<file path="src/rtl/core/dqvm_pkg.sv">
// Shared constants, state encoding and control word of the dual quad VCA mixer.
package dqvm_pkg;

    // Channel grouping: channels below the group size belong to group 0.
    localparam int CHANNELS_PER_GROUP = 4;
    localparam logic [4:0] G0_LAST  = 5'(CHANNELS_PER_GROUP - 1);
    localparam logic [4:0] G1_FIRST = 5'(CHANNELS_PER_GROUP);
    localparam logic [4:0] G1_LAST  = 5'(2 * CHANNELS_PER_GROUP - 1);

    // Default number of segments in the exponential gain curve.
    localparam int EXP_POINTS_DEFAULT = 64;

    // Gain and curve entries are Q1.14 magnitudes, 0 to 16384.
    localparam int ONE_Q14 = 16384;
    localparam int ENTRY_W = 15;
    localparam int FRAC_W  = 14;

    // Serial multiplier: 18-bit multiplicand, 15 multiplier bits, rounded by 2^-14.
    localparam int MUL_BITS = 15;
    localparam int MCAND_W  = 18;
    localparam int PROD_W   = MCAND_W + MUL_BITS;
    localparam int MRES_W   = PROD_W - FRAC_W;

    // Serial divide by five of the scaled CV magnitude.
    localparam int DIVIDEND_W = 19;
    localparam int QUOT_W     = 16;

    // Configuration register indexes.
    localparam logic [1:0] CFG_EXP_MODE = 2'd0;
    localparam logic [1:0] CFG_WORMHOLE = 2'd1;
    localparam logic [1:0] CFG_CV_RANGE = 2'd2;

    typedef enum logic [3:0] {
        ST_IDLE,
        ST_DIV,
        ST_GAIN,
        ST_CRV_IDX,
        ST_CRV_RD,
        ST_CRV_GO,
        ST_CRV_WAIT,
        ST_MUL_GO,
        ST_MUL_WAIT,
        ST_DONE
    } state_t;

    typedef struct packed {
        logic accept;
        logic div_start;
        logic gain_load;
        logic rom_load;
        logic mul_start;
        logic mul_sel_curve;
        logic curve_take;
        logic prod_take;
        logic out_load;
    } ctrl_t;

endpackage

</file>
<file path="src/rtl/core/dual_quad_vca_mixer_core.sv">
// Top level of the dual quad VCA mixer: sequencer, gain, source select and group sums.
//
// Channel words (channel, audio, knob, CV and jack flags) enter on the in_valid/in_stall
// channel, in channel order: 0 to 3 form group 0 and 4 to 7 form group 1. Each accepted
// word yields one result word on out_valid/out_stall: the channel, gain times input,
// and on a group's last channel the group sum clamped to +-10 V (mix_valid set).
// Configuration (curve enable, wormhole, CV range) is written on cfg_valid/cfg_ready,
// which is always ready; write it only while no channel word is in flight.
// One word at a time is processed. The CV scaling goes through a bit-serial divide by
// five and the product gain*input through a bit-serial multiplier (15 steps plus a
// rounding step). Without the curve the sequencer runs divide, gain load, multiply and
// done; with the curve the table lookup and a second pass through the shared multiplier
// come between the gain load and the multiply. A new word is taken only once the
// result has been loaded into the output register.
// The result sits in an output register; a new word is accepted while it waits, and
// the sequencer holds its next result until the receiver stops stalling.
// Reset clears the group sums, the wormhole value and the output valid, and loads the
// configuration defaults (curve off, wormhole on, both CV ranges at 0.1 per volt).
module dual_quad_vca_mixer_core #(
    parameter int EXP_TABLE_POINTS = dqvm_pkg::EXP_POINTS_DEFAULT
) (
    input  logic               clk,
    input  logic               rst_n,
    input  logic               in_valid,
    output logic               in_stall,
    input  logic [2:0]         channel,
    input  logic signed [15:0] audio_sample,
    input  logic               audio_connected,
    input  logic signed [15:0] level_knob,
    input  logic signed [15:0] cv_sample,
    input  logic               cv_connected,
    output logic               out_valid,
    input  logic               out_stall,
    output logic [2:0]         out_channel,
    output logic signed [17:0] channel_out,
    output logic               mix_valid,
    output logic signed [15:0] mix_out,
    input  logic               cfg_valid,
    output logic               cfg_ready,
    input  logic [1:0]         cfg_index,
    input  logic [1:0]         cfg_data
);
    import dqvm_pkg::*;

    localparam logic signed [17:0] TEN_VOLTS = 18'sd20480;
    localparam logic signed [17:0] GAIN_MAX  = 18'(ONE_Q14);
    localparam logic signed [17:0] GAIN_MIN  = -18'(ONE_Q14);
    localparam logic signed [19:0] SUM0_MAX  = 20'sd131071;
    localparam logic signed [19:0] SUM0_MIN  = -20'sd131072;
    localparam logic signed [20:0] SUM1_MAX  = 21'sd524287;
    localparam logic signed [20:0] SUM1_MIN  = -21'sd524288;
    localparam logic signed [19:0] MIX_MAX   = 20'sd20480;
    localparam logic signed [19:0] MIX_MIN   = -20'sd20480;

    // Configuration registers.
    logic [1:0] exp_mode_reg;
    logic       wormhole_reg;
    logic [1:0] cv_range_reg;

    // Sequencer.
    state_t state_reg, state_next;
    ctrl_t  ctrl;

    // Latched channel word.
    logic [2:0]         ch_reg;
    logic               grp_reg;
    logic signed [15:0] audio_reg;
    logic               aconn_reg;
    logic signed [15:0] knob_reg;
    logic               cv_neg_reg;

    // Gain and product.
    logic               gain_neg_reg;
    logic [ENTRY_W-1:0] gain_mag_reg;
    logic [MCAND_W-1:0] y_mag_reg;

    // Group state.
    logic signed [17:0] group0_sum_reg;
    logic signed [19:0] group1_sum_reg;
    logic signed [17:0] hole_value_reg;

    // Output register.
    logic               out_valid_reg;
    logic [2:0]         out_channel_reg;
    logic signed [17:0] channel_out_reg;
    logic               mix_valid_reg;
    logic signed [15:0] mix_out_reg;

    // Unit connections.
    logic                  grp_in;
    logic [15:0]           cv_mag;
    logic [DIVIDEND_W-1:0] cv_scaled;
    logic [DIVIDEND_W-1:0] dividend;
    logic                  div_done;
    logic [QUOT_W-1:0]     div_quot;
    logic [MCAND_W-1:0]    mul_mcand;
    logic [MUL_BITS-1:0]   mul_mplier;
    logic                  mul_done;
    logic [MRES_W-1:0]     mul_res;
    logic [ENTRY_W-1:0]    rom_lo;
    logic [ENTRY_W-1:0]    rom_diff;
    logic [FRAC_W-1:0]     rom_frac;

    logic signed [17:0] cv_term;
    logic signed [17:0] gain_sum;
    logic signed [17:0] gain_clamped;
    logic signed [17:0] src;
    logic [MCAND_W-1:0] src_mag;
    logic signed [18:0] y;
    logic               is_g0_last;
    logic               is_g1_first;
    logic               is_g1_last;
    logic signed [19:0] s0;
    logic signed [17:0] s0_sat;
    logic signed [20:0] s1;
    logic signed [19:0] s1_sat;
    logic signed [19:0] mix_sel;
    logic signed [15:0] mix_sat;
    logic               out_free;
    logic               curve_en;

    // Configuration write port.
    assign cfg_ready = 1'b1;

    always_ff @(posedge clk or negedge rst_n)
    begin
        if (!rst_n)
        begin
            exp_mode_reg <= 2'd0;
            wormhole_reg <= 1'b1;
            cv_range_reg <= 2'd3;
        end
        else if (cfg_valid && cfg_ready)
        begin
            unique case (cfg_index)
                CFG_EXP_MODE: exp_mode_reg <= cfg_data;
                CFG_WORMHOLE: wormhole_reg <= cfg_data[0];
                CFG_CV_RANGE: cv_range_reg <= cfg_data;
                default:      ;
            endcase
        end
    end

    // Divider operand: |CV| scaled by 4 or 8, plus two for rounding of the divide by five.
    assign grp_in    = ({2'b00, channel} >= G1_FIRST);
    assign cv_mag    = cv_sample[15] ? 16'(-cv_sample) : 16'(cv_sample);
    assign cv_scaled = cv_range_reg[grp_in] ? {1'b0, cv_mag, 2'b00} : {cv_mag, 3'b000};
    assign dividend  = cv_connected ? cv_scaled + DIVIDEND_W'(2) : '0;

    dqvm_div5 u_div5 (
        .clk      (clk),
        .rst_n    (rst_n),
        .start    (ctrl.div_start),
        .dividend (dividend),
        .done     (div_done),
        .quotient (div_quot)
    );

    dqvm_exp_rom #(
        .EXP_TABLE_POINTS (EXP_TABLE_POINTS)
    ) u_exp_rom (
        .clk  (clk),
        .load (ctrl.rom_load),
        .mag  (gain_mag_reg),
        .lo   (rom_lo),
        .diff (rom_diff),
        .frac (rom_frac)
    );

    // The multiplier serves both the curve interpolation and gain times input.
    assign mul_mcand  = ctrl.mul_sel_curve ? MCAND_W'(rom_diff) : src_mag;
    assign mul_mplier = ctrl.mul_sel_curve ? MUL_BITS'(rom_frac) : gain_mag_reg;

    dqvm_smul u_smul (
        .clk    (clk),
        .rst_n  (rst_n),
        .start  (ctrl.mul_start),
        .mcand  (mul_mcand),
        .mplier (mul_mplier),
        .done   (mul_done),
        .result (mul_res)
    );

    // Gain: knob plus signed CV term, clamped to plus or minus one.
    assign cv_term  = cv_neg_reg ? -$signed({2'b00, div_quot}) : $signed({2'b00, div_quot});
    assign gain_sum = $signed({{2{knob_reg[15]}}, knob_reg}) + cv_term;

    always_comb
    begin
        if (gain_sum > GAIN_MAX)
        begin
            gain_clamped = GAIN_MAX;
        end
        else if (gain_sum < GAIN_MIN)
        begin
            gain_clamped = GAIN_MIN;
        end
        else
        begin
            gain_clamped = gain_sum;
        end
    end

    assign curve_en = exp_mode_reg[grp_reg];

    // Source: the jack, else the wormhole value in group 1 when enabled, else 10 V.
    always_comb
    begin
        if (aconn_reg)
        begin
            src = 18'(audio_reg);
        end
        else if (grp_reg && wormhole_reg)
        begin
            src = hole_value_reg;
        end
        else
        begin
            src = TEN_VOLTS;
        end
    end

    assign src_mag = src[17] ? MCAND_W'(-src) : MCAND_W'(src);

    // Signed channel result and the saturating group sums.
    assign y = (gain_neg_reg ^ src[17]) ? -$signed({1'b0, y_mag_reg})
                                        : $signed({1'b0, y_mag_reg});

    assign is_g0_last  = ({2'b00, ch_reg} == G0_LAST);
    assign is_g1_first = ({2'b00, ch_reg} == G1_FIRST);
    assign is_g1_last  = ({2'b00, ch_reg} == G1_LAST);

    assign s0 = ((ch_reg == 3'd0) ? 20'sd0 : 20'(group0_sum_reg)) + 20'(y);
    assign s1 = (is_g1_first ? 21'sd0 : 21'(group1_sum_reg)) + 21'(y);

    always_comb
    begin
        if (s0 > SUM0_MAX)
        begin
            s0_sat = 18'(SUM0_MAX);
        end
        else if (s0 < SUM0_MIN)
        begin
            s0_sat = 18'(SUM0_MIN);
        end
        else
        begin
            s0_sat = s0[17:0];
        end
        if (s1 > SUM1_MAX)
        begin
            s1_sat = 20'(SUM1_MAX);
        end
        else if (s1 < SUM1_MIN)
        begin
            s1_sat = 20'(SUM1_MIN);
        end
        else
        begin
            s1_sat = s1[19:0];
        end
    end

    // Mix output clamped to plus or minus 10 V.
    assign mix_sel = grp_reg ? s1_sat : 20'(s0_sat);

    always_comb
    begin
        if (mix_sel > MIX_MAX)
        begin
            mix_sat = 16'(MIX_MAX);
        end
        else if (mix_sel < MIX_MIN)
        begin
            mix_sat = 16'(MIX_MIN);
        end
        else
        begin
            mix_sat = mix_sel[15:0];
        end
    end

    assign out_free = !(out_valid_reg && out_stall);

    // Next state.
    always_comb
    begin
        state_next = state_reg;
        unique case (state_reg)
            ST_IDLE:     if (in_valid) state_next = ST_DIV;
            ST_DIV:      if (div_done) state_next = ST_GAIN;
            ST_GAIN:     state_next = curve_en ? ST_CRV_IDX : ST_MUL_GO;
            ST_CRV_IDX:  state_next = ST_CRV_RD;
            ST_CRV_RD:   state_next = ST_CRV_GO;
            ST_CRV_GO:   state_next = ST_CRV_WAIT;
            ST_CRV_WAIT: if (mul_done) state_next = ST_MUL_GO;
            ST_MUL_GO:   state_next = ST_MUL_WAIT;
            ST_MUL_WAIT: if (mul_done) state_next = ST_DONE;
            ST_DONE:     if (out_free) state_next = ST_IDLE;
            default:     state_next = ST_IDLE;
        endcase
    end

    // Control word for the current state.
    always_comb
    begin
        ctrl = '0;
        unique case (state_reg)
            ST_IDLE:
            begin
                ctrl.accept    = in_valid;
                ctrl.div_start = in_valid;
            end
            ST_GAIN:     ctrl.gain_load = 1'b1;
            ST_CRV_IDX:  ctrl.rom_load = 1'b1;
            ST_CRV_GO:
            begin
                ctrl.mul_start     = 1'b1;
                ctrl.mul_sel_curve = 1'b1;
            end
            ST_CRV_WAIT: ctrl.curve_take = mul_done;
            ST_MUL_GO:   ctrl.mul_start = 1'b1;
            ST_MUL_WAIT: ctrl.prod_take = mul_done;
            ST_DONE:     ctrl.out_load = out_free;
            default:     ;
        endcase
    end

    assign in_stall = (state_reg != ST_IDLE);

    always_ff @(posedge clk or negedge rst_n)
    begin
        if (!rst_n)
        begin
            state_reg <= ST_IDLE;
        end
        else
        begin
            state_reg <= state_next;
        end
    end

    // Channel word, gain and product registers.
    always_ff @(posedge clk)
    begin
        if (ctrl.accept)
        begin
            ch_reg     <= channel;
            grp_reg    <= grp_in;
            audio_reg  <= audio_sample;
            aconn_reg  <= audio_connected;
            knob_reg   <= level_knob;
            cv_neg_reg <= cv_sample[15];
        end
        if (ctrl.gain_load)
        begin
            gain_neg_reg <= gain_clamped[17];
            gain_mag_reg <= gain_clamped[17] ? ENTRY_W'(-gain_clamped)
                                             : ENTRY_W'(gain_clamped);
        end
        else if (ctrl.curve_take)
        begin
            gain_mag_reg <= rom_lo + mul_res[ENTRY_W-1:0];
        end
        if (ctrl.prod_take)
        begin
            y_mag_reg <= mul_res[MCAND_W-1:0];
        end
    end

    // Group sums and wormhole value.
    always_ff @(posedge clk or negedge rst_n)
    begin
        if (!rst_n)
        begin
            group0_sum_reg <= '0;
            group1_sum_reg <= '0;
            hole_value_reg <= '0;
        end
        else if (ctrl.out_load)
        begin
            if (!grp_reg)
            begin
                group0_sum_reg <= s0_sat;
                if (is_g0_last)
                begin
                    hole_value_reg <= s0_sat;
                end
            end
            else
            begin
                group1_sum_reg <= s1_sat;
            end
        end
    end

    // Output register: valid flag.
    always_ff @(posedge clk or negedge rst_n)
    begin
        if (!rst_n)
        begin
            out_valid_reg <= 1'b0;
        end
        else if (ctrl.out_load)
        begin
            out_valid_reg <= 1'b1;
        end
        else if (out_valid_reg && !out_stall)
        begin
            out_valid_reg <= 1'b0;
        end
    end

    // Output register: result word.
    always_ff @(posedge clk)
    begin
        if (ctrl.out_load)
        begin
            out_channel_reg <= ch_reg;
            channel_out_reg <= y[17:0];
            mix_valid_reg   <= grp_reg ? is_g1_last : is_g0_last;
            mix_out_reg     <= (grp_reg ? is_g1_last : is_g0_last) ? mix_sat : 16'sd0;
        end
    end

    assign out_valid   = out_valid_reg;
    assign out_channel = out_channel_reg;
    assign channel_out = channel_out_reg;
    assign mix_valid   = mix_valid_reg;
    assign mix_out     = mix_out_reg;

    // A result word appears only out of the final sequencer state.
    assert property (@(posedge clk) disable iff (!rst_n)
        $rose(out_valid) |-> $past(state_reg == ST_DONE))
        else $error("result word appeared outside the final state");

    // The group sum is only flagged on a group's last channel.
    assert property (@(posedge clk) disable iff (!rst_n)
        (out_valid && mix_valid) |->
            ({2'b00, out_channel} == G0_LAST || {2'b00, out_channel} == G1_LAST))
        else $error("mix flagged on a channel that does not end a group");

    // Without a group sum the mix output reads zero.
    assert property (@(posedge clk) disable iff (!rst_n)
        (out_valid && !mix_valid) |-> (mix_out == 16'sd0))
        else $error("mix output nonzero without a group sum");

endmodule

</file>
<file path="src/rtl/core/dqvm_div5.sv">
// Bit-serial restoring divider by five, one quotient bit per cycle.
module dqvm_div5 (
    input  logic                            clk,
    input  logic                            rst_n,
    input  logic                            start,
    input  logic [dqvm_pkg::DIVIDEND_W-1:0] dividend,
    output logic                            done,
    output logic [dqvm_pkg::QUOT_W-1:0]     quotient
);
    import dqvm_pkg::*;

    localparam int CNT_W = $clog2(DIVIDEND_W + 1);
    localparam logic [3:0] DIVISOR = 4'd5;

    logic [DIVIDEND_W-1:0] num_reg, num_next;
    logic [DIVIDEND_W-1:0] quo_reg, quo_next;
    logic [2:0]            rem_reg, rem_next;
    logic [CNT_W-1:0]      cnt_reg, cnt_next;
    logic                  done_reg, done_next;
    logic [3:0]            trial;
    logic [3:0]            trial_diff;

    // One restoring step: bring down the next dividend bit and try the divisor.
    always_comb
    begin
        trial      = {rem_reg, num_reg[DIVIDEND_W-1]};
        trial_diff = trial - DIVISOR;
        num_next   = num_reg;
        quo_next   = quo_reg;
        rem_next   = rem_reg;
        cnt_next   = cnt_reg;
        done_next  = 1'b0;
        if (start)
        begin
            num_next = dividend;
            quo_next = '0;
            rem_next = '0;
            cnt_next = CNT_W'(DIVIDEND_W);
        end
        else if (cnt_reg != '0)
        begin
            num_next = {num_reg[DIVIDEND_W-2:0], 1'b0};
            if (trial >= DIVISOR)
            begin
                quo_next = {quo_reg[DIVIDEND_W-2:0], 1'b1};
                rem_next = trial_diff[2:0];
            end
            else
            begin
                quo_next = {quo_reg[DIVIDEND_W-2:0], 1'b0};
                rem_next = trial[2:0];
            end
            cnt_next  = cnt_reg - 1'b1;
            done_next = (cnt_reg == CNT_W'(1));
        end
    end

    // Step counter and completion flag.
    always_ff @(posedge clk or negedge rst_n)
    begin
        if (!rst_n)
        begin
            cnt_reg  <= '0;
            done_reg <= 1'b0;
        end
        else
        begin
            cnt_reg  <= cnt_next;
            done_reg <= done_next;
        end
    end

    // Dividend, partial remainder and quotient shift registers.
    always_ff @(posedge clk)
    begin
        num_reg <= num_next;
        quo_reg <= quo_next;
        rem_reg <= rem_next;
    end

    // The quotient of the largest dividend the core forms, 8 * 32768 + 2, by five fits in 16 bits.
    assign done     = done_reg;
    assign quotient = quo_reg[QUOT_W-1:0];

endmodule

</file>
<file path="src/rtl/core/dqvm_smul.sv">
// Bit-serial shift-and-add multiplier with a final round-half-up shift by 14 bits.
module dqvm_smul (
    input  logic                          clk,
    input  logic                          rst_n,
    input  logic                          start,
    input  logic [dqvm_pkg::MCAND_W-1:0]  mcand,
    input  logic [dqvm_pkg::MUL_BITS-1:0] mplier,
    output logic                          done,
    output logic [dqvm_pkg::MRES_W-1:0]   result
);
    import dqvm_pkg::*;

    localparam int CNT_W = $clog2(MUL_BITS + 2);
    localparam logic [PROD_W:0] HALF_LSB = (PROD_W + 1)'(1) << (FRAC_W - 1);

    logic [PROD_W-1:0]   acc_reg, acc_next;
    logic [MCAND_W-1:0]  mcand_reg, mcand_next;
    logic [MUL_BITS-1:0] bits_reg, bits_next;
    logic [MRES_W-1:0]   res_reg, res_next;
    logic [CNT_W-1:0]    cnt_reg, cnt_next;
    logic                done_reg, done_next;
    logic [PROD_W:0]     rounded;

    // Multiplier bits are consumed most significant first; the last count rounds.
    always_comb
    begin
        rounded    = {1'b0, acc_reg} + HALF_LSB;
        acc_next   = acc_reg;
        mcand_next = mcand_reg;
        bits_next  = bits_reg;
        res_next   = res_reg;
        cnt_next   = cnt_reg;
        done_next  = 1'b0;
        if (start)
        begin
            acc_next   = '0;
            mcand_next = mcand;
            bits_next  = mplier;
            cnt_next   = CNT_W'(MUL_BITS + 1);
        end
        else if (cnt_reg > CNT_W'(1))
        begin
            acc_next  = {acc_reg[PROD_W-2:0], 1'b0}
                        + (bits_reg[MUL_BITS-1] ? PROD_W'(mcand_reg) : '0);
            bits_next = {bits_reg[MUL_BITS-2:0], 1'b0};
            cnt_next  = cnt_reg - 1'b1;
        end
        else if (cnt_reg == CNT_W'(1))
        begin
            res_next  = rounded[PROD_W-1:FRAC_W];
            cnt_next  = '0;
            done_next = 1'b1;
        end
    end

    // Step counter and completion flag.
    always_ff @(posedge clk or negedge rst_n)
    begin
        if (!rst_n)
        begin
            cnt_reg  <= '0;
            done_reg <= 1'b0;
        end
        else
        begin
            cnt_reg  <= cnt_next;
            done_reg <= done_next;
        end
    end

    // Accumulator and operand shift registers.
    always_ff @(posedge clk)
    begin
        acc_reg   <= acc_next;
        mcand_reg <= mcand_next;
        bits_reg  <= bits_next;
        res_reg   <= res_next;
    end

    assign done   = done_reg;
    assign result = res_reg;

endmodule

</file>
<file path="src/rtl/core/dqvm_exp_rom.sv">
// Exponential gain curve table, built at elaboration, with a registered two-entry read.
module dqvm_exp_rom #(
    parameter int EXP_TABLE_POINTS = dqvm_pkg::EXP_POINTS_DEFAULT
) (
    input  logic                         clk,
    input  logic                         load,
    input  logic [dqvm_pkg::ENTRY_W-1:0] mag,
    output logic [dqvm_pkg::ENTRY_W-1:0] lo,
    output logic [dqvm_pkg::ENTRY_W-1:0] diff,
    output logic [dqvm_pkg::FRAC_W-1:0]  frac
);
    import dqvm_pkg::*;

    localparam int IDX_W = $clog2(EXP_TABLE_POINTS + 1);
    localparam int POS_W = ENTRY_W + IDX_W;
    localparam int TAB_W = (EXP_TABLE_POINTS + 1) * ENTRY_W;
    localparam longint unsigned LOG2_50_Q30 = 64'd6060044440;
    localparam longint unsigned HALF_POINTS = EXP_TABLE_POINTS / 2;
    localparam logic [IDX_W-1:0] LAST_IDX = IDX_W'(EXP_TABLE_POINTS);

    // Integer square root, one result bit per pass.
    function automatic longint unsigned isqrt(input longint unsigned val);
        longint unsigned v;
        longint unsigned r;
        longint unsigned b;
        int              k;
        v = val;
        r = 0;
        b = 64'h4000_0000_0000_0000;
        for (k = 0; k < 32; k++)
        begin
            if (v >= r + b)
            begin
                v = v - (r + b);
                r = (r >> 1) + b;
            end
            else
            begin
                r = r >> 1;
            end
            b = b >> 2;
        end
        return r;
    endfunction

    // Unsigned shift-and-subtract division for the table build.
    function automatic longint unsigned long_div(input longint unsigned num,
                                                 input longint unsigned den);
        longint unsigned q;
        longint unsigned rem;
        int              k;
        q   = 0;
        rem = 0;
        for (k = 63; k >= 0; k--)
        begin
            rem = (rem << 1) | ((num >> k) & 64'd1);
            if (rem >= den)
            begin
                rem = rem - den;
                q   = q | (64'd1 << k);
            end
        end
        return q;
    endfunction

    // Entry i is round(16384*(50^(i/N)-1)/49), evaluated in base 2 with Q30 roots
    // of two, clipped at one and kept non-decreasing.
    function automatic logic [TAB_W-1:0] build_exp_tab();
        logic [TAB_W-1:0] tab;
        longint unsigned  root [0:30];
        longint unsigned  y;
        longint unsigned  r;
        longint unsigned  v;
        longint unsigned  e;
        longint unsigned  t;
        longint unsigned  prev;
        int               i;
        int               k;
        tab     = '0;
        root[0] = 64'd1 << 31;
        for (k = 1; k <= 30; k++)
        begin
            root[k] = isqrt(root[k-1] << 30);
        end
        prev = 0;
        for (i = 0; i <= EXP_TABLE_POINTS; i++)
        begin
            y = long_div(longint'(i) * LOG2_50_Q30 + HALF_POINTS, 64'(EXP_TABLE_POINTS));
            r = 64'd1 << 30;
            for (k = 1; k <= 30; k++)
            begin
                if (((y >> (30 - k)) & 64'd1) != 0)
                begin
                    r = (r * root[k] + (64'd1 << 29)) >> 30;
                end
            end
            v = r << (y >> 30);
            e = long_div((v - (64'd1 << 30)) * ONE_Q14 + (64'd49 << 29), 64'd49 << 30);
            t = (e > ONE_Q14) ? ONE_Q14 : e;
            if (i > 0 && t < prev)
            begin
                t = prev;
            end
            if (i == 0)
            begin
                t = 0;
            end
            if (i == EXP_TABLE_POINTS)
            begin
                t = ONE_Q14;
            end
            prev = t;
            tab[i*ENTRY_W +: ENTRY_W] = t[ENTRY_W-1:0];
        end
        return tab;
    endfunction

    localparam logic [TAB_W-1:0] EXP_TAB = build_exp_tab();

    logic [POS_W-1:0]   pos;
    logic [IDX_W-1:0]   idx_reg;
    logic [IDX_W-1:0]   idx_hi;
    logic [FRAC_W-1:0]  frac_reg;
    logic [ENTRY_W-1:0] lo_reg;
    logic [ENTRY_W-1:0] hi_reg;

    // Segment index and fraction of |gain| * N.
    assign pos    = POS_W'(mag) * POS_W'(EXP_TABLE_POINTS);
    assign idx_hi = (idx_reg == LAST_IDX) ? idx_reg : idx_reg + 1'b1;

    always_ff @(posedge clk)
    begin
        if (load)
        begin
            idx_reg  <= pos[FRAC_W +: IDX_W];
            frac_reg <= pos[FRAC_W-1:0];
        end
    end

    // Registered read of both segment ends.
    always_ff @(posedge clk)
    begin
        lo_reg <= EXP_TAB[idx_reg*ENTRY_W +: ENTRY_W];
        hi_reg <= EXP_TAB[idx_hi*ENTRY_W +: ENTRY_W];
    end

    assign lo   = lo_reg;
    assign diff = hi_reg - lo_reg;
    assign frac = frac_reg;

endmodule

</file>
<file path="config.mk">
export PLATFORM = sky130hd
export DESIGN_NAME = dual_quad_vca_mixer_core
export DESIGN_NICKNAME = d
export VERILOG_FILES = /design/src/rtl/core/dqvm_pkg.sv /design/src/rtl/core/dual_quad_vca_mixer_core.sv /design/src/rtl/core/dqvm_div5.sv /design/src/rtl/core/dqvm_smul.sv /design/src/rtl/core/dqvm_exp_rom.sv
export SDC_FILE = /design/constraint.sdc
export NUM_CORES = 1
export LEC_CHECK = 0
export BUFFER_PORTS_ARGS = -buffer_cell sky130_fd_sc_hd__buf_2
export CAP_MARGIN = 20
export CORE_ASPECT_RATIO = 0.7
export CORE_MARGIN = 2
export CORE_UTILIZATION = 27
export CTS_BUF_LIST = sky130_fd_sc_hd__clkbuf_4 sky130_fd_sc_hd__clkbuf_8
export DETAILED_ROUTE_END_ITERATION = 12
export GPL_TIMING_DRIVEN = 0
export SYNTH_ARGS = -nofsm -noshare
export SYNTH_HDL_FRONTEND = slang
export SYNTH_SLANG_ARGS = --single-unit
</file>
<file path="constraint.sdc">
create_clock -name clk -period 12.81 [get_ports clk]
set_input_delay 3.2025 -clock clk [delete_from_list [all_inputs] [get_ports clk]]
set_output_delay 3.2025 -clock clk [all_outputs]
set_load 0.005 [all_outputs]
</file>
==> results of run 1 <==
## how the worst max path moves through the flow
stage / start / to / slack [ns] / cells after the start
floorplan: u_div5.quo_reg[0] / gain_mag_reg[12] / 6.52 / 33
global placement: out_stall / hole_value_reg[1] / 4.84 / 9
detailed placement: cv_neg_reg / gain_mag_reg[12] / 5.29 / 31
CTS: cv_neg_reg / gain_mag_reg[12] / 5.24 / 31
global route: cv_neg_reg / gain_mag_reg[12] / 4.29 / 31
finish: cv_neg_reg / gain_mag_reg[12] / 5.13 / 29
## worst max-delay path: cells and delay by family (launching register included)
family                     cells  cell delay, ns
adders and majority gates      3            0.74
buffers and inverters          3            1.02
and+or+nand+nor               10            2.39
DFF                            1            0.36
AOI/OAI and AO/OA             12            2.81
xor gates and xnor gates       1            0.17
## power by group
part | switching, µW | internal [µW]
Clock | 496 | 617
Combinational | 2990 | 1650
Sequential | 219 | 1590
## per-layer routing
metal | track usage | wire length (µm) | up-vias | share of wire
li1 | - | - | 10400 | -
met1 | 0.278 | 40800 | 10400 | 0.50
met2 | 0.226 | 30700 | 941 | 0.38
met3 | 0.0376 | 8440 | 81 | 0.10
met4 | 0.0261 | 924 | 2 | 0.011
met5 | 0 | 7 | - | 0.000087
## logic make-up (layout without fill, tap and decap cells)
| logic type | count (synthesis) | in the layout |
|---|---|---|
| adders and majority gates | 137 | 137 |
| xor gates and xnor gates | 184 | 184 |
| and+or+nand+nor | 959 | 959 |
| other | 1 | 4 |
| muxes | 34 | 34 |
| AOI/OAI and AO/OA | 799 | 799 |
| DFF | 353 | 353 |
| buffers and inverters | 287 | 495 |
## cell usage in the layout, fill, tap and decap left out, types with 14 or more instances in the layout
cell type,count
a211oi_1,35
a21o_1,17
a21oi_1,211
a22o_1,20
a31oi_1,39
and2_1,49
and3_1,26
buf_2,108
clkbuf_1,129
clkbuf_4,15
clkbuf_8,59
dfrtp_1,75
dfxtp_1,81
edfxtp_1,194
ha_1,129
inv_1,134
mux2i_1,21
nand2_1,376
nand2b_1,25
nand3_1,62
nand3b_1,17
nand4_1,14
nor2_1,184
nor2b_1,40
nor3_1,61
nor4_1,19
o211ai_1,21
o21a_1,21
o21ai_0,213
o22ai_1,27
o31ai_1,31
or3_1,30
xnor2_1,111
xor2_1,63
## metrics by stage
stage	area, µm²	total power, µW	cells	util
final	27500	7570	4127	0.311
after global routing	27500	8100	4127	0.311
after CTS	27500	7490	4122	0.311
after detailed placement	26200	6340	4024	0.297
after global placement	26100	6310	4017	0.296
after floorplan	24100	5020	2754	-
## final cells by class
class,instances,share of cell area
well taps,1162,0.0529
plain buffers,151,0.0216
diodes,3,0.000273
clock buffers,74,0.0336
flip-flops and latches,353,0.342
clock inverters,24,0.0119
repair buffers,110,0.0230
inverters,136,0.0186
multi-input cells,2114,0.496
==> results.md, run 1 <==
- CTS tree: done
- FF+latch count, synth: 353
- Most frequently used flop master after synthesis: edfxtp_1
- IO Pins: 103
- Register-to-Register Setup Slack: 5.13 ns
- Slew Limit Headroom: 0.218
- Slew @ Worst Pin: 1.14 ns
- Core Area: 88200 µm²
- Initial antenna violation count: 5
- Post-synthesis mux area share: 0.0148
- HPWL after DPL: 62.2 mm
- H-tree levels: 2
- Worst Path Required: 13.29 ns
- Synth area leader: edfxtp_1
- DRC Markers: 0
- Hold WC Path Type: reg2reg
- DR WL/cell: 19.6 µm
- Max VDD drop: 0.178 mV
- Most common cell in the netlist: nand2_1
- Vias/cell: 5.29
- Crit end category: flop
- WP data arrival: 8.16 ns
- CTS max path bufs: 3
- Die Span Y: 254 µm
- Synth warn: 0
- Total global-route track usage: 0.171
- Total grt overflow: 0
- Register area share after synthesis: 0.390
- Cell area power density: 275 nW/µm²
- Cells on Worst Hold Path: 0
- Status: finished, final reports clean
- Tmin final: 7.68 ns
- Syn Area/Cell: 8.76 µm²
- Reg clk slew, reported paths: 0.08 ns
- First-pass GRT wire length: 123 mm
- Worst Skew: 0.0421 ns
- Pin count of the biggest net entering global routing: 65
- Top post-synthesis cells by count: nand2_1, o21ai_0, a21oi_1
- Final period util: 0.599
- DRT antenna net count: 0
- Post-synth EDFFs: 194
- Worst slack, placed: 5.29 ns
- Share of the synthesized area in the top cell type: 0.242
- Synth Area in XOR/XNOR: 0.0727
- Synth Area in Compound Gates: 0.213
- Main combinational cell family by area after synthesis: compound AO/OA/AOI/OAI gates
- Simple-gate share of the synthesized area: 0.191
- Hold_sp: u_smul.result[17]
- Critical R2R Capture: gain_mag_reg[12]
- Register Area: 9400 µm²
- Die area: 91800 µm²
- Die extent in x: 361 µm
- Post-CTS Hold Fix Bufs: 0
- Netlist Area Pre-Place: 24100 µm²
- Post-Synth Adder-Cell Area: 0.0723
- DR pass1 iterations: 6
- RSZ-0062 raised after global routing: false
- Hold_ws: 0.418 ns
- Synth unique cells: 104
- Area delta synth->final: 14.0%
- Vias in the first global route: 19900
- Max Slew Vio Count: 0
- Reg2Reg Depth: 29
- Routed wire length: 80.9 mm
- DR vias: 21800
- Largest register FFs: 32
- Placement Rows: 91
- Root buffer cell: clkbuf_8
- Crit Path Category: reg2reg
- Total negative slack: 0 ns
- Most frequent CP cell: o21ai_0
- Gp weighted congestion: 0.965
- Post-Synthesis Cells: 2754
- Clk_lat worst skew: 0.69 ns
- Final setup margin: 5.13 ns
- FFs w/ async S/R, synth: 0.221
- WHS Endpoint: y_mag_reg[17]
- CP peak stage delay: 0.79 ns
- Multi-input gate area: 13600 µm²
- Main area contributors after synthesis: edfxtp_1, dfrtp_1, dfxtp_1
- Final Hold Fails: 0
- Syn Nets: 2950
- FILL cells: 9313
- Slowest cell on crit path: nor3b_1
- R2r startpoint: cv_neg_reg
- Post_cts resized: 0
- Lkg Pwr: 0.0108 µW
- Achievable Freq: 130 MHz
- Initial core utilization: 0.273
- Layout cells sized above 1: 0.0949
- Drt initial violations: 2677
- Final nets: 3114
- TritonCTS Buffers: 52
- CP startpoint kind: flop
- Crit-path max FO: 10
- Post-CTS Repair Setup Buffers: 0
- Max Cap Violations: 0
- CTS Sinks: 353
- Port Buffers: 101
- Final number of setup-violating endpoints: 0
No activity file was read; power rests on OpenSTA's default activity.
==> run 2, diff against run 1 <==
Clock period 12.81 ns to 6.4 ns, I/O delays scaled along.
==> run 2 against run 1 <==
Compared with the run above:
- non-clock buffer count increased by 28
- via count increased by 1.1%
- clock power increased by 100%
- global-route usage increased by 0.078 points
- utilization increased by 0.83 points
- count of clock-buffer cells in the layout unchanged
- flip-flop and latch count unchanged
- fmax increased by 23%
- critical endpoint is now mix_out[6]
==> results.md, run 2 (same netlist as run 1, synthesis figures left out) <==
- Gp weighted congestion: 0.965 (unchanged)
- Worst Path Required: 6.78 ns (-6.51 ns)
- Part of the power in registers: 0.228 (-0.012)
- Total negative slack: 0 ns (unchanged)
- Port Buffers: 101 (unchanged)
- CP startpoint kind: flop
- WHS Endpoint: y_mag_reg[17]
- Max Slew Vio Count: 0 (unchanged)
- R2r startpoint: y_mag_reg[6]
- Clock Power Share: 0.139 (-0.008)
- Layout cells sized above 1: 0.131 (+0.0366)
- DRC Markers: 0 (unchanged)
- DR WL/cell: 19.7 µm (+0.34%)
- Final period util: 0.971 (+0.372)
- Most common cell after layout, fill and taps aside: nand2_1
- Area delta synth->final: 17.0%
- Final Core Density: 0.320 (+0.00832)
- Switching share of total power: 0.482 (-0.00665)
- Max VDD drop: 0.414 mV (+130%)
- Number of non-filler instances in the completed layout: 4155 (+0.68%)
- Hold_sp: u_smul.result[17]
- Pin count of the biggest net entering global routing: 65 (unchanged)
- Final Hold Fails: 0 (unchanged)
- HPWL after DPL: 62.2 mm (unchanged)
- Max Cap Violations: 0 (unchanged)
- Die extent in x: 361 µm (unchanged)
- Hold WC Path Type: reg2reg
- First-pass GRT wire length: 123 mm (+0.50%)
- Total grt overflow: 0 (unchanged)
- Status: finished, final reports clean
- IO Pins: 103 (unchanged)
- Worst Skew: 0.0437 ns (+0.00157 ns)
- Cell area after layout: 28200 µm² (+2.7%)
- Most frequent CP cell: buf_4
- Crit-path max FO: 10 (unchanged)
- Sw Pwr: 7720 µW (+110%)
- Lkg Pwr: 0.0111 µW (+2.6%)
- Clk_lat worst skew: 0.68 ns (about the same)
- Slowest cell on crit path: o31ai_1
- TritonCTS Buffers: 52 (unchanged)
- Buf+Inv Stages, Crit Path: 2 (-1)
- Critical Path, Cell by Cell: or3_4 > or4_4 > nor3_4 > nor3_2 > or2_1 > buf_4 > ha_1 > a21o_1 > a211oi_1 > nand4_1 > a41o_1 > nor2_1 > or3_1 > o211ai_1 > and2_4 > o31ai_1 > o21bai_1 > a2bb2oi_2 > buf_4 > a21oi_1
- Final number of setup-violating endpoints: 0 (unchanged)
- Register-to-Register Setup Slack: 0.18 ns (-4.95 ns)
- Cells on Worst Hold Path: 0 (unchanged)
- Final nets: 3142 (+0.90%)
- Most frequent cells in the layout: nand2_1, o21ai_0, a21oi_1
- H-tree levels: 2 (unchanged)
- Placed cell count: 4024 (unchanged)
- Vias in the first global route: 20100 (+0.90%)
- Drt initial violations: 2577 (-3.7%)
- Total global-route track usage: 0.172 (+0.000776)
- DR vias: 22100 (+1.1%)
- DRT antenna net count: 0 (unchanged)
- Achievable Freq: 161 MHz (+23%)
- Routed wire length: 81.7 mm (+1.0%)
- CP peak stage delay: 0.76 ns (-0.03 ns)
- Int Pwr: 8280 µW (+110%)
- Critical path's top delay family: simple AND/OR/NAND/NOR gates
- Initial antenna violation count: 5 (unchanged)
- Tmin final: 6.22 ns (-1.46 ns)
- CTS tree: done
- Placed cell areas: 26200 µm² (unchanged)
- Crit end category: flop
- Largest register FFs: 32 (unchanged)
- Cell area power density: 567 nW/µm² (+110%)
- Reg2Reg Depth: 20 (-31%)
- CTS max path bufs: 3 (unchanged)
- Die area: 91800 µm² (unchanged)
- Slew Limit Headroom: 0.222 (+0.00399)
- WP data arrival: 6.60 ns (-1.56 ns)
- DR pass1 iterations: 5 (-1)
- Crit Path Category: reg2reg
- Root buffer cell: clkbuf_8
- CTS Sinks: 353 (unchanged)
- Hold_ws: 0.418 ns (-0.000246 ns)
- Vias/cell: 5.31 (+0.45%)
- Post-CTS Hold Fix Bufs: 0 (unchanged)
- Critical R2R Capture: mix_out[6]
- Initial core utilization: 0.273 (unchanged)
- Placement Rows: 91 (unchanged)
- Die Span Y: 254 µm (unchanged)
- Core Area: 88200 µm² (unchanged)
- Combinational share of power: 0.633 (+0.020)
- Reg clk slew, reported paths: 0.07 ns (about the same)
- Slew @ Worst Pin: 1.16 ns (+0.0196 ns)
run 2: cell types whose count changed in the layout (fill, tap and decap cells not counted), sizes merged:
cell,before,now
buf,130,165
clkbuf,204,197
run 2: layer usage:
layer  share of wire  global-route usage  vias up
met3            0.10              0.0371       89
met1            0.50               0.278    10600
met5        0.000086                   0        -
li1                -                   -    10400
met4           0.012              0.0263        2
met2            0.38               0.228      968
run 2: worst register-to-register path: stages, from the launching register on:
cell and delay (ns):
edfxtp_1 0.51, or3_4 0.46, or4_4 0.54, nor3_4 0.43, nor3_2 0.15, or2_1 0.23, buf_4 0.16, ha_1 0.29
a21o_1 0.18, a211oi_1 0.21, nand4_1 0.14, a41o_1 0.22, nor2_1 0.16, or3_1 0.19, o211ai_1 0.20, and2_4 0.23
o31ai_1 0.76, o21bai_1 0.20, a2bb2oi_2 0.32, buf_4 0.23, a21oi_1 0.11
run 2: power by group through the flow:
stage          Combinational [µW]  Sequential [µW]  Clock (µW)
2_1_floorplan                6570             3490           0
3_3_place_gp                 8970             3670           0
3_5_place_dp                 9020             3670           0
4_1_cts                      9430             3630        2280
5_1_grt                     11000             3710        2390
6_report                    10100             3640        2230
run 2: worst max path at each step:
stage / start / endpoint / slack, ns / cells past startpoint
2_1_floorplan: u_div5.quo_reg[0] / gain_mag_reg[12] / 0.11 / 33
3_3_place_gp: cv_neg_reg / gain_mag_reg[12] / -1.08 / 31
3_5_place_dp: cv_neg_reg / gain_mag_reg[12] / -1.12 / 31
4_1_cts: u_div5.quo_reg[1] / gain_mag_reg[12] / 0.003 / 31
5_1_grt: u_div5.quo_reg[0] / gain_mag_reg[12] / -0.02 / 31
6_report: y_mag_reg[6] / mix_out[6] / 0.18 / 20
run 2: repair_timing:
item                                    in CTS  in global routing
endpoints found under the setup margin      20                 15
endpoints found under the hold margin        0                  0
pin swaps                                   15                 23
gates resized for setup                     54                 66
buffers inserted                            14                 20
run 2: layout make-up:
class | instances | area (µm²)
diodes | 3 | 7.51
plain buffers | 146 | 596
clock buffers | 74 | 925
clock inverters | 24 | 327
fillers | 9248 | 60000
inverters | 136 | 510
multi-input cells | 2114 | 14100
flip-flops and latches | 353 | 9410
well taps | 1162 | 1450
repair buffers | 143 | 895
run 2: stage by stage:
| stage | setup slack [ns] | total power [µW] |
|---|---|---|
| after floorplan | 0.108 | 10100 |
| after global placement | -1.08 | 12600 |
| after detailed placement | -1.12 | 12700 |
| after CTS | 0.00276 | 15300 |
| after global routing | -0.0248 | 17100 |
| final | 0.183 | 16000 |
